`src/rtl/core/pegr_pkg.sv`:
```
// ----------------------------------------------------------------------------
// pegr_pkg
// Shared types, constants and register indexes of the envelope gain ramp.
// ----------------------------------------------------------------------------
package pegr_pkg;

  localparam int IDX_W   = 24;
  localparam int VOL_W   = 34;
  localparam int STEP_W  = 35;
  localparam int TBL_N   = 7;
  localparam int TIDX_W  = 3;
  localparam int CFG_IDX_W = 3;

  localparam logic [CFG_IDX_W-1:0] REG_NOTE_SAMPLES = 3'd0;
  localparam logic [CFG_IDX_W-1:0] REG_POINT_COUNT  = 3'd1;
  localparam logic [CFG_IDX_W-1:0] REG_POINT_A      = 3'd2;
  localparam logic [CFG_IDX_W-1:0] REG_POINT_E      = 3'd6;

  localparam logic [VOL_W-1:0] VOL_MAX = {VOL_W{1'b1}};

  // controller to datapath
  typedef struct packed {
    logic start;      // accept a word, capture sample
    logic latch_tbl;  // note start: load table, zero ramp
    logic find;       // begin segment search
    logic step;       // apply volume step
    logic mul;        // multiply and launch result
  } pegr_cmd_t;

  // datapath to controller
  typedef struct packed {
    logic first;      // sample index is zero
    logic need_seg;   // sample index past segment end
    logic seg_done;   // segment search and divide finished
  } pegr_stat_t;

endpackage

```
`src/rtl/core/pegr_if.sv`:
```
// ----------------------------------------------------------------------------
// pegr_if
// Valid/ready channel interfaces for samples, results and register writes.
// ----------------------------------------------------------------------------
interface pegr_in_if (input logic clk);
  logic               valid;
  logic               ready;
  logic signed [15:0] pcm_in;
  modport source (output valid, output pcm_in, input ready);
  modport sink   (input valid, input pcm_in, output ready);
endinterface

interface pegr_out_if (input logic clk);
  logic               valid;
  logic               ready;
  logic signed [15:0] pcm_out;
  logic               note_end;
  modport source (output valid, output pcm_out, output note_end, input ready);
  modport sink   (input valid, input pcm_out, input note_end, output ready);
endinterface

interface pegr_cfg_if (input logic clk);
  logic        valid;
  logic        ready;
  logic [2:0]  index;
  logic [31:0] data;
  modport source (output valid, output index, output data, input ready);
  modport sink   (input valid, input index, input data, output ready);
endinterface

```
`src/rtl/core/pegr_div.sv`:
```
// ----------------------------------------------------------------------------
// pegr_div
// Restoring divider, one quotient bit per cycle, signed dividend,
// unsigned divisor, quotient truncated toward zero.
// ----------------------------------------------------------------------------
module pegr_div (
  input  logic                         clk,
  input  logic                         rst,
  input  logic                         start,
  input  logic signed [pegr_pkg::STEP_W-1:0] dividend,
  input  logic [pegr_pkg::IDX_W-1:0]   divisor,
  output logic                         busy,
  output logic signed [pegr_pkg::STEP_W-1:0] quotient
);
  import pegr_pkg::*;

  localparam int CNT_W = $clog2(STEP_W + 1);

  logic [STEP_W-1:0] quo;
  logic [IDX_W:0]    rem;
  logic [IDX_W-1:0]  dvs;
  logic              neg;
  logic [CNT_W-1:0]  cnt;
  logic [IDX_W:0]    trial;
  logic [IDX_W:0]    shifted;

  always_comb begin
    shifted = {rem[IDX_W-1:0], quo[STEP_W-1]};
    trial   = shifted - {1'b0, dvs};
  end

  always_ff @(posedge clk) begin
    if (rst) begin
      busy <= 1'b0;
      cnt  <= '0;
    end else if (start) begin
      busy <= 1'b1;
      cnt  <= CNT_W'(STEP_W);
    end else if (busy) begin
      cnt <= cnt - 1'b1;
      if (cnt == CNT_W'(1)) busy <= 1'b0;
    end
  end

  always_ff @(posedge clk) begin
    if (start) begin
      neg <= dividend[STEP_W-1];
      quo <= dividend[STEP_W-1] ? STEP_W'(-dividend) : STEP_W'(dividend);
      rem <= '0;
      dvs <= divisor;
    end else if (busy) begin
      if (!trial[IDX_W]) begin
        rem <= trial;
        quo <= {quo[STEP_W-2:0], 1'b1};
      end else begin
        rem <= shifted;
        quo <= {quo[STEP_W-2:0], 1'b0};
      end
    end
  end

  assign quotient = neg ? -$signed(quo) : $signed(quo);

endmodule

```
`src/rtl/core/pegr_dp.sv`:
```
// ----------------------------------------------------------------------------
// pegr_dp
// Datapath: registers, breakpoint table, segment search, volume ramp and
// sample multiply with output register.
// ----------------------------------------------------------------------------
module pegr_dp (
  input  logic                clk,
  input  logic                rst,
  input  pegr_pkg::pegr_cmd_t cmd,
  output pegr_pkg::pegr_stat_t stat,
  pegr_in_if.sink             in_ch,
  pegr_out_if.source          out_ch,
  pegr_cfg_if.sink            cfg_ch
);
  import pegr_pkg::*;

  // configuration registers
  logic [IDX_W-1:0] note_samples;
  logic [2:0]       point_count;
  logic [31:0]      point_reg [5];

  assign cfg_ch.ready = !rst;

  always_ff @(posedge clk) begin
    if (rst) begin
      note_samples <= IDX_W'(1);
      point_count  <= 3'd4;
      for (int k = 0; k < 5; k++) point_reg[k] <= '0;
    end else if (cfg_ch.valid) begin
      if (cfg_ch.index == REG_NOTE_SAMPLES) note_samples <= cfg_ch.data[IDX_W-1:0];
      else if (cfg_ch.index == REG_POINT_COUNT) point_count <= cfg_ch.data[2:0];
      else if (cfg_ch.index >= REG_POINT_A && cfg_ch.index <= REG_POINT_E)
        point_reg[3'(cfg_ch.index - REG_POINT_A)] <= cfg_ch.data;
    end
  end

  logic [IDX_W-1:0] note_len;
  logic [IDX_W-1:0] last;
  logic [2:0]       cnt_used;
  assign note_len = (note_samples == '0) ? IDX_W'(1) : note_samples;
  assign last     = note_len - 1'b1;
  assign cnt_used = (point_count < 3'd4) ? 3'd4 : ((point_count > 3'd5) ? 3'd5 : point_count);

  // table latch: front prefix sums clamped to last, back sums from last
  logic [IDX_W-1:0] bp_pos  [TBL_N];
  logic [7:0]       bp_gain [TBL_N];
  logic [TIDX_W-1:0] tbl_len;
  logic [IDX_W-1:0] tpos [TBL_N];
  logic [7:0]       tgain[TBL_N];

  always_comb begin
    logic [IDX_W+2:0] fp;
    logic signed [IDX_W+3:0] bp;
    logic [2:0] front;
    front = cnt_used - 3'd2;
    fp = '0;
    bp = $signed({4'b0, last});
    for (int k = 0; k < TBL_N; k++) begin
      tpos[k]  = '0;
      tgain[k] = '0;
    end
    for (int k = 0; k < 3; k++) begin
      if (3'(k) < front) begin
        fp = fp + (IDX_W+3)'(point_reg[k][23:0]);
        tpos[k+1]  = (fp > (IDX_W+3)'(last)) ? last : fp[IDX_W-1:0];
        tgain[k+1] = point_reg[k][31:24];
      end
    end
    for (int k = 4; k >= 2; k--) begin
      if (3'(k) < cnt_used && 3'(k) >= front) begin
        bp = bp - $signed((IDX_W+4)'(point_reg[k][23:0]));
        tpos[k+1]  = (bp < 0) ? '0 : bp[IDX_W-1:0];
        tgain[k+1] = point_reg[k][31:24];
      end
    end
    tpos[cnt_used + 3'd1]  = last;
    tgain[cnt_used + 3'd1] = 8'd0;
  end

  // state
  logic [IDX_W-1:0]  sample_index;
  logic [TIDX_W-1:0] seg_target;
  logic [IDX_W-1:0]  seg_end;
  logic [VOL_W-1:0]  vol_acc;
  logic signed [STEP_W-1:0] vol_step;
  logic signed [15:0] sample;

  assign in_ch.ready = cmd.start;
  assign stat.first    = (sample_index == '0);
  assign stat.need_seg = (sample_index > seg_end);

  // segment search: one table entry per cycle, then divide
  localparam logic [1:0] S_IDLE = 2'd0, S_SCAN = 2'd1, S_GQ = 2'd2, S_DIV = 2'd3;
  logic [1:0]        sstate;
  logic [TIDX_W-1:0] sj;
  logic [7:0]        prev_gain;
  logic              div_start, div_busy;
  logic signed [STEP_W-1:0] div_q, diff;
  logic [VOL_W-1:0]  gq_prev, gq_tgt;
  logic              diff_ok;
  logic signed [VOL_W+1:0] vol_sum;
  logic [VOL_W-1:0]  vol_next;

  // gain percent to Q2.32: floor((g*2^32+50)/100).
  // 2^32 = 100*42949672 + 96, so the quotient is g*42949672 plus
  // floor((96g+50)/100); that small remainder term is divided by a
  // reciprocal multiply (*5243 >> 19), exact for operands below 24531
  function automatic logic [VOL_W-1:0] gain_q(input logic [7:0] g);
    logic [14:0] rest;
    logic [28:0] prod;
    logic [9:0]  frac;
    rest = 15'(g) * 15'd96 + 15'd50;
    prod = 29'(rest) * 29'd5243;
    frac = prod[28:19];
    return VOL_W'(g) * VOL_W'(42949672) + VOL_W'(frac);
  endfunction

  assign stat.seg_done = (sstate == S_IDLE) && !div_start;

  always_ff @(posedge clk) begin
    if (rst) begin
      sstate     <= S_IDLE;
      div_start  <= 1'b0;
      diff_ok    <= 1'b0;
      seg_target <= '0;
      seg_end    <= '0;
      vol_acc    <= '0;
      vol_step   <= '0;
    end else begin
      div_start <= 1'b0;
      case (sstate)
        S_IDLE: if (cmd.find) begin
          sj        <= seg_target + 1'b1;
          prev_gain <= bp_gain[seg_target];
          sstate    <= S_SCAN;
        end
        S_SCAN: begin
          if (sj >= tbl_len) begin
            seg_target <= tbl_len - 1'b1;
            seg_end    <= {IDX_W{1'b1}};
            vol_acc    <= '0;
            vol_step   <= '0;
            sstate     <= S_IDLE;
          end else if (bp_pos[sj] <= seg_end) begin
            prev_gain <= bp_gain[sj];
            sj        <= sj + 1'b1;
          end else begin
            sstate <= S_GQ;
          end
        end
        S_GQ: begin
          gq_prev   <= gain_q(prev_gain);
          gq_tgt    <= gain_q(bp_gain[sj]);
          sstate    <= S_DIV;
          div_start <= 1'b0;
        end
        S_DIV: begin
          if (!div_busy && !div_start && diff_ok == 1'b0) begin
            diff_ok   <= 1'b1;
            div_start <= 1'b1;
          end else if (diff_ok && !div_busy && !div_start) begin
            diff_ok    <= 1'b0;
            vol_acc    <= gq_prev;
            vol_step   <= div_q;
            seg_target <= sj;
            seg_end    <= bp_pos[sj];
            sstate     <= S_IDLE;
          end
        end
        default: sstate <= S_IDLE;
      endcase
      if (cmd.latch_tbl) begin
        seg_target <= '0;
        seg_end    <= '0;
        vol_acc    <= '0;
        vol_step   <= '0;
      end
      if (cmd.step) vol_acc <= vol_next;
    end
  end

  always_comb begin
    vol_sum = $signed({2'b0, vol_acc}) + (VOL_W+2)'(vol_step);
    if (vol_sum < 0) vol_next = '0;
    else if (vol_sum > $signed({2'b0, VOL_MAX})) vol_next = VOL_MAX;
    else vol_next = vol_sum[VOL_W-1:0];
  end

  assign diff = STEP_W'($signed({1'b0, gq_tgt}) - $signed({1'b0, gq_prev}));

  pegr_div u_div (
    .clk      (clk),
    .rst      (rst),
    .start    (div_start),
    .dividend (diff),
    .divisor  (bp_pos[sj] - seg_end),
    .busy     (div_busy),
    .quotient (div_q)
  );

  always_ff @(posedge clk) begin
    if (cmd.latch_tbl) begin
      for (int k = 0; k < TBL_N; k++) begin
        bp_pos[k]  <= tpos[k];
        bp_gain[k] <= tgain[k];
      end
      tbl_len <= cnt_used + 3'd2;
    end
  end

  // sample capture, index advance
  always_ff @(posedge clk) begin
    if (rst) sample_index <= '0;
    else if (cmd.mul) begin
      if (sample_index + 1'b1 >= note_len) sample_index <= '0;
      else sample_index <= sample_index + 1'b1;
    end
  end
  always_ff @(posedge clk) if (in_ch.valid && cmd.start) sample <= in_ch.pcm_in;

  // multiply: 16 x 34 magnitude product
  logic [15:0] mag_in;
  logic [49:0] prod;
  logic [17:0] mag;
  logic signed [15:0] res;
  assign mag_in = sample[15] ? 16'(-sample) : 16'(sample);
  assign prod   = 50'(mag_in) * 50'(vol_acc);
  assign mag    = prod[49:32];
  always_comb begin
    if (sample[15]) res = (mag > 18'd32768) ? -16'sd32768 : 16'(-$signed({1'b0, mag}));
    else            res = (mag > 18'd32767) ? 16'sd32767 : 16'(mag);
  end

  always_ff @(posedge clk) begin
    if (rst) out_ch.valid <= 1'b0;
    else if (cmd.mul) out_ch.valid <= 1'b1;
    else if (out_ch.ready) out_ch.valid <= 1'b0;
  end
  always_ff @(posedge clk) begin
    if (cmd.mul) begin
      out_ch.pcm_out  <= res;
      out_ch.note_end <= (sample_index + 1'b1 >= note_len);
    end
  end

endmodule

```
`src/rtl/core/pegr_ctrl.sv`:
```
// ----------------------------------------------------------------------------
// pegr_ctrl
// Controller: sequences accept, table latch, segment search, step, multiply.
// ----------------------------------------------------------------------------
module pegr_ctrl (
  input  logic                 clk,
  input  logic                 rst,
  input  logic                 in_valid,
  input  logic                 out_busy,
  input  pegr_pkg::pegr_stat_t stat,
  output pegr_pkg::pegr_cmd_t  cmd
);
  import pegr_pkg::*;

  localparam logic [2:0] C_IDLE = 3'd0, C_DECIDE = 3'd1, C_WAIT = 3'd2,
                         C_STEP = 3'd3, C_MUL = 3'd4;
  logic [2:0] state, state_next;

  always_comb begin
    cmd = '0;
    state_next = state;
    case (state)
      C_IDLE: if (!out_busy && !rst) begin
        cmd.start = 1'b1;
        if (in_valid) state_next = C_DECIDE;
      end
      C_DECIDE: begin
        if (stat.first) begin
          cmd.latch_tbl = 1'b1;
          state_next = C_STEP;
        end else if (stat.need_seg) begin
          cmd.find = 1'b1;
          state_next = C_WAIT;
        end else state_next = C_STEP;
      end
      C_WAIT: if (stat.seg_done) state_next = C_STEP;
      C_STEP: begin
        cmd.step = 1'b1;
        state_next = C_MUL;
      end
      C_MUL: begin
        cmd.mul = 1'b1;
        state_next = C_IDLE;
      end
      default: state_next = C_IDLE;
    endcase
  end

  always_ff @(posedge clk) begin
    if (rst) state <= C_IDLE;
    else state <= state_next;
  end

endmodule

```
`src/rtl/core/pcm_envelope_gain_ramp.sv`:
```
// ----------------------------------------------------------------------------
// pcm_envelope_gain_ramp
// Piecewise-linear volume envelope applied to a note of 16-bit PCM samples.
// ----------------------------------------------------------------------------
// A word inside the current envelope segment passes from accept through the
// decide, step and multiply states, and its result is registered at the
// output. On the first word past a segment end the breakpoint search walks
// the table one entry per cycle and the step is computed by a bit-serial
// divider before the step and multiply states. One word is in flight at a
// time; a new word is taken only once the previous result has left the
// output register.
module pcm_envelope_gain_ramp (
  input  logic       clk,
  input  logic       rst,
  pegr_in_if.sink    in_ch,
  pegr_out_if.source out_ch,
  pegr_cfg_if.sink   cfg
);
  import pegr_pkg::*;

  pegr_cmd_t  cmd;
  pegr_stat_t stat;

  pegr_ctrl u_ctrl (
    .clk      (clk),
    .rst      (rst),
    .in_valid (in_ch.valid),
    .out_busy (out_ch.valid),
    .stat     (stat),
    .cmd      (cmd)
  );

  pegr_dp u_dp (
    .clk    (clk),
    .rst    (rst),
    .cmd    (cmd),
    .stat   (stat),
    .in_ch  (in_ch),
    .out_ch (out_ch),
    .cfg_ch (cfg)
  );

endmodule
```
`src/flat_wrapper.sv`:
```
// flat-port wrapper written by rule: the top's interface ports become plain ports
module pcm_envelope_gain_ramp_flat import pegr_pkg::*;
  (clk, rst, in_ch_valid, in_ch_pcm_in, in_ch_ready, out_ch_valid, out_ch_pcm_out, out_ch_note_end, out_ch_ready, cfg_valid, cfg_index, cfg_data, cfg_ready);
  pegr_in_if in_ch_i (.clk(clk));
  pegr_out_if out_ch_i (.clk(clk));
  pegr_cfg_if cfg_i (.clk(clk));
  input  logic clk;
  input  logic rst;
  input wire logic [$bits(in_ch_i.valid)-1:0] in_ch_valid;
  input wire logic [$bits(in_ch_i.pcm_in)-1:0] in_ch_pcm_in;
  output wire logic [$bits(in_ch_i.ready)-1:0] in_ch_ready;
  output wire logic [$bits(out_ch_i.valid)-1:0] out_ch_valid;
  output wire logic [$bits(out_ch_i.pcm_out)-1:0] out_ch_pcm_out;
  output wire logic [$bits(out_ch_i.note_end)-1:0] out_ch_note_end;
  input wire logic [$bits(out_ch_i.ready)-1:0] out_ch_ready;
  input wire logic [$bits(cfg_i.valid)-1:0] cfg_valid;
  input wire logic [$bits(cfg_i.index)-1:0] cfg_index;
  input wire logic [$bits(cfg_i.data)-1:0] cfg_data;
  output wire logic [$bits(cfg_i.ready)-1:0] cfg_ready;
  assign in_ch_i.valid = in_ch_valid;
  assign in_ch_i.pcm_in = in_ch_pcm_in;
  assign in_ch_ready = in_ch_i.ready;
  assign out_ch_valid = out_ch_i.valid;
  assign out_ch_pcm_out = out_ch_i.pcm_out;
  assign out_ch_note_end = out_ch_i.note_end;
  assign out_ch_i.ready = out_ch_ready;
  assign cfg_i.valid = cfg_valid;
  assign cfg_i.index = cfg_index;
  assign cfg_i.data = cfg_data;
  assign cfg_ready = cfg_i.ready;
  pcm_envelope_gain_ramp u_core (.clk(clk), .rst(rst), .in_ch(in_ch_i), .out_ch(out_ch_i), .cfg(cfg_i));
endmodule
```
`config.mk`:
```
export PLATFORM = sky130hd
export DESIGN_NAME = pcm_envelope_gain_ramp_flat
export DESIGN_NICKNAME = d
export VERILOG_FILES = /design/src/rtl/core/pegr_pkg.sv /design/src/rtl/core/pegr_if.sv /design/src/rtl/core/pegr_div.sv /design/src/rtl/core/pegr_dp.sv /design/src/rtl/core/pegr_ctrl.sv /design/src/rtl/core/pcm_envelope_gain_ramp.sv /design/src/flat_wrapper.sv
export SDC_FILE = /design/constraint.sdc
export NUM_CORES = 2
export LEC_CHECK = 0
export BUFFER_PORTS_ARGS = -buffer_cell sky130_fd_sc_hd__buf_4
export CAP_MARGIN = 20
export CELL_PAD_IN_SITES_DETAIL_PLACEMENT = 0
export CELL_PAD_IN_SITES_GLOBAL_PLACEMENT = 1
export CORE_MARGIN = 2
export CORE_UTILIZATION = 56
export DETAILED_ROUTE_END_ITERATION = 12
export GPL_TIMING_DRIVEN = 0
export MAX_ROUTING_LAYER = met4
export PLACE_DENSITY_LB_ADDON = 0.15
export SYNTH_ARGS = -nofsm -noshare
export SYNTH_HDL_FRONTEND = slang
export SYNTH_SLANG_ARGS = --single-unit
```
`constraint.sdc`:
```
create_clock -name clk -period 24.9 [get_ports clk]
set_input_delay 3.735 -clock clk [delete_from_list [all_inputs] [get_ports clk]]
set_output_delay 3.735 -clock clk [all_outputs]
set_load 0.01 [all_outputs]
```
==> impl_metrics.csv <==
group,metric,value,unit
run_status,status,"complete, no violations",
min_path,hold_start,"u_core.u_dp.note_samples[18]",
placement,hpwl,203200,µm
yosys,ys.flop_type,"edfxtp_1",
yosys,synth_seq_area_share,25.81,%
placement,place_worst_setup_slack,9.919,ns
die,std_cell_rows,137,
yosys,synth_compound_area_share,14.50,%
clock_tree,insertion_delay,0.72,ns
finish,nNetsFinal,10249,
yosys,ys_top_cells_by_area,"edfxtp_1 (21%), fa_1 (16%), ha_1 (13%), inv_1 (5.7%), dfxtp_1 (4.9%)",
routing,wl_met2,115700,µm
routing,wl,245400,µm
yosys,synth_area,78070,µm²
routing,detail-route-antenna-nets,0,
setup_path,slowest_delay,0.94,ns
clock_tree,ctsResizeCount,0,
global_routing,grt_util_all_layers,35.41,%
yosys,syn_inst,8555,
yosys,ys_seq_elements,735,
clock_tree,htree_levels,3,
sta,setup_total_negative_slack,0,ns
die,die_w,377.4,µm
yosys,syn_area_per_cell,9.126,µm²
sta,period_share,60.10,%
setup_path,crit_slowest_cell,"clkbuf_1",
setup_path,cp.required,25.34,ns
finish,largest_reg_flops,168,
clock_tree,hold_buffers,0,
routing,post_drt_wl_per_cell,22.92,µm
yosys,synth_top_area_share,20.89,%
yosys,synth.area.mux_share,2.580,%
clock_tree,cts_tree,"built",
yosys,yosysTopAreaCell,"edfxtp_1",
yosys,synth_simple_gate_area_share,15.28,%
placement,placement.io_buffers,75,
sta,grt_setup_unrepaired,"false",
setup_path,cp_max_fo,10,
placement,place_congestion,1.000,
yosys,synth_top_family_by_area,"adder cells",
setup_path,crit_buf_inv,12,
sta,final_max_slew_viol_count,0,
sta,timing.final.crit_period,14.97,ns
power,powerDensity,90.84,nW/µm²
global_routing,grt_pass1_vias,62567,
die,num_io_pins,76,
clock_tree,cts_root_buf,"clkbuf_16",
global_routing,antenna_found_initial,7,
sta,setup_ws,9.935,ns
setup_path,r2r-end,"u_core.u_dp.gq_tgt[25]",
routing,met1_length,102900,µm
min_path,hp-class,"reg2reg",
routing,dr.pass1.iters,9,
finish,final_cell_mix,"inv_1 (1180), nand2_1 (850), ha_1 (817)",
setup_path,crit_top_cell,"inv_1",
sta,setup_viol,0,
routing,drt_iter0_drc,4987,
job,cap_violations,0,
routing,num_vias,63527,
routing,avgViaCountPerCell,5.934,
yosys,synthArstFlopShare,0,%
clock_tree,numCtsBuffers,87,
sta,hold_viol_final,0,
sta,maxSlewHeadroom,10.57,%
die,die_area,142400,µm²
clock_tree,cts.path.max_buffers,3,
setup_path,ff2ff_path_depth,50,
setup_path,arrival,15.41,ns
clock_tree,clock-sinks,735,
die,core,139000,µm²
min_path,hold_end,"u_core.u_dp.note_samples[18]",
routing,top_layer,"met4",
routing,met3_length,16350,µm
global_routing,grt.overflow.total,0,
clock_tree,post_cts_buffers,0,
finish,drive_above_1_share,4.781,%
setup_path,startpoint_type,"register",
power,ir_drop,0.0001382,V
setup_path,reg2reg_slack,9.93,ns
setup_path,cp_top_family,"buffers and inverters",
die,start_util,56.16,%
finish,fill_cells,12260,
clock_tree,clk_pin_slew,0.06,ns
die,die_h,377.4,µm
routing,route.detailed.drc,0,
finish,area_growth,7.938,%
setup_path,worstSetupPathType,"reg2reg",
setup_path,worstSetupEndpointType,"register",
sta,max_slew.worst_pin.slew,1.341,ns
yosys,ys_warn_count,0,
min_path,min_path_cells,2,
yosys,synth_edf_count,543,
finish,final_common_cell,"inv_1",
sta,fmax,66.82,MHz
global_routing,grt_pass1_wl,372200,µm
yosys,synthAdderAreaFrac,28.97,%
power,p_leak,37.89,nW
yosys,ys_types,103,
global_routing,grt_max_degree,75,
yosys,synthXorXnorAreaFrac,5.439,%
sta,fin_worst_skew,0.07203,ns
[final cells by class]
type / instances / area, µm² / share of cell area, %
Multi-Input combinational cell: 6291 / 52260 / 62.02
Inverter: 1196 / 4489 / 5.327
Tap cell: 1876 / 2347 / 2.785
Timing Repair Buffer: 105 / 945.9 / 1.122
Buffer: 341 / 1300 / 1.543
Sequential cell: 735 / 20150 / 23.91
Clock buffer: 112 / 2332 / 2.768
Antenna cell: 3 / 7.507 / 0.008909
Clock inverter: 47 / 434.2 / 0.5152
[tightest hold or removal path: stages (launching register included)]
cell	delay, ns
dfxtp_1	0.31
nand2_1	0.05
a21oi_1	0.05
[per-stage QoR]
stage	cell area [µm²]	power [mW]	std cells	util [%]	hold slack, ns
5_1_grt	84260	8.334	10703	60.61	0.4998
3_5_place_dp	81420	6.351	10536	58.57	0.4480
6_report	84270	7.655	10706	60.62	0.4591
2_1_floorplan	78100	5.006	8563	-	0.4346
3_3_place_gp	81010	6.261	10514	58.27	0.4478
4_1_cts	84190	7.647	10695	60.56	0.4561
[how the worst max path moves through the flow]
stage | slack (ns) | start | endpoint | cells past startpoint
2_1_floorplan | 13.08 | register | u_core.u_dp.gq_tgt[25] | 48
3_3_place_gp | 9.90 | register | u_core.u_dp.gq_tgt[25] | 47
3_5_place_dp | 9.92 | register | u_core.u_dp.gq_tgt[25] | 48
4_1_cts | 9.84 | register | u_core.u_dp.gq_tgt[25] | 48
5_1_grt | 9.02 | register | u_core.u_dp.gq_tgt[25] | 50
6_report | 9.93 | register | u_core.u_dp.gq_tgt[25] | 50
[kinds of logic after synthesis]
group | count (synthesis)
adders and majority gates | 1436
and+or+nand+nor | 2469
muxes | 163
AOI/OAI and AO/OA | 1729
DFF | 735
other | 2
buffers and inverters | 1537
xor gates and xnor gates | 484
[cell usage after synthesis, types with 37 or more instances]
library cell / number
a22oi_1: 81
or2_2: 37
and3_1: 113
nor3_1: 134
mux2_2: 62
nor2b_1: 62
inv_1: 1180
xnor2_1: 325
o21bai_1: 47
xor2_1: 158
o31ai_1: 52
o22ai_1: 83
a211oi_1: 74
dfxtp_1: 192
a21o_1: 181
edfxtp_1: 543
nand2b_1: 59
clkbuf_1: 310
nand4_1: 69
nand3_1: 114
o21a_1: 60
a21oi_1: 459
mux2i_1: 76
o211ai_1: 41
and2_1: 320
nand2_1: 850
a31oi_1: 46
fa_1: 619
ha_1: 817
nor4_1: 47
nor2_1: 517
or3_1: 48
o21ai_0: 337
[metal layers]
layer	vias to the layer above	global-route usage, %
met4	0	13.35
met5	-	-
met1	31332	45.03
met3	476	5.286
li1	29703	-
met2	2016	57.24
[power by group]
part           internal, mW  switching (mW)  total [mW]
clock                 0.699           0.563        1.26
sequential             1.51          0.0759        1.58
combinational          1.85            2.97        4.81
total                  4.05            3.60        7.65
(Power assumes the default switching activity.)
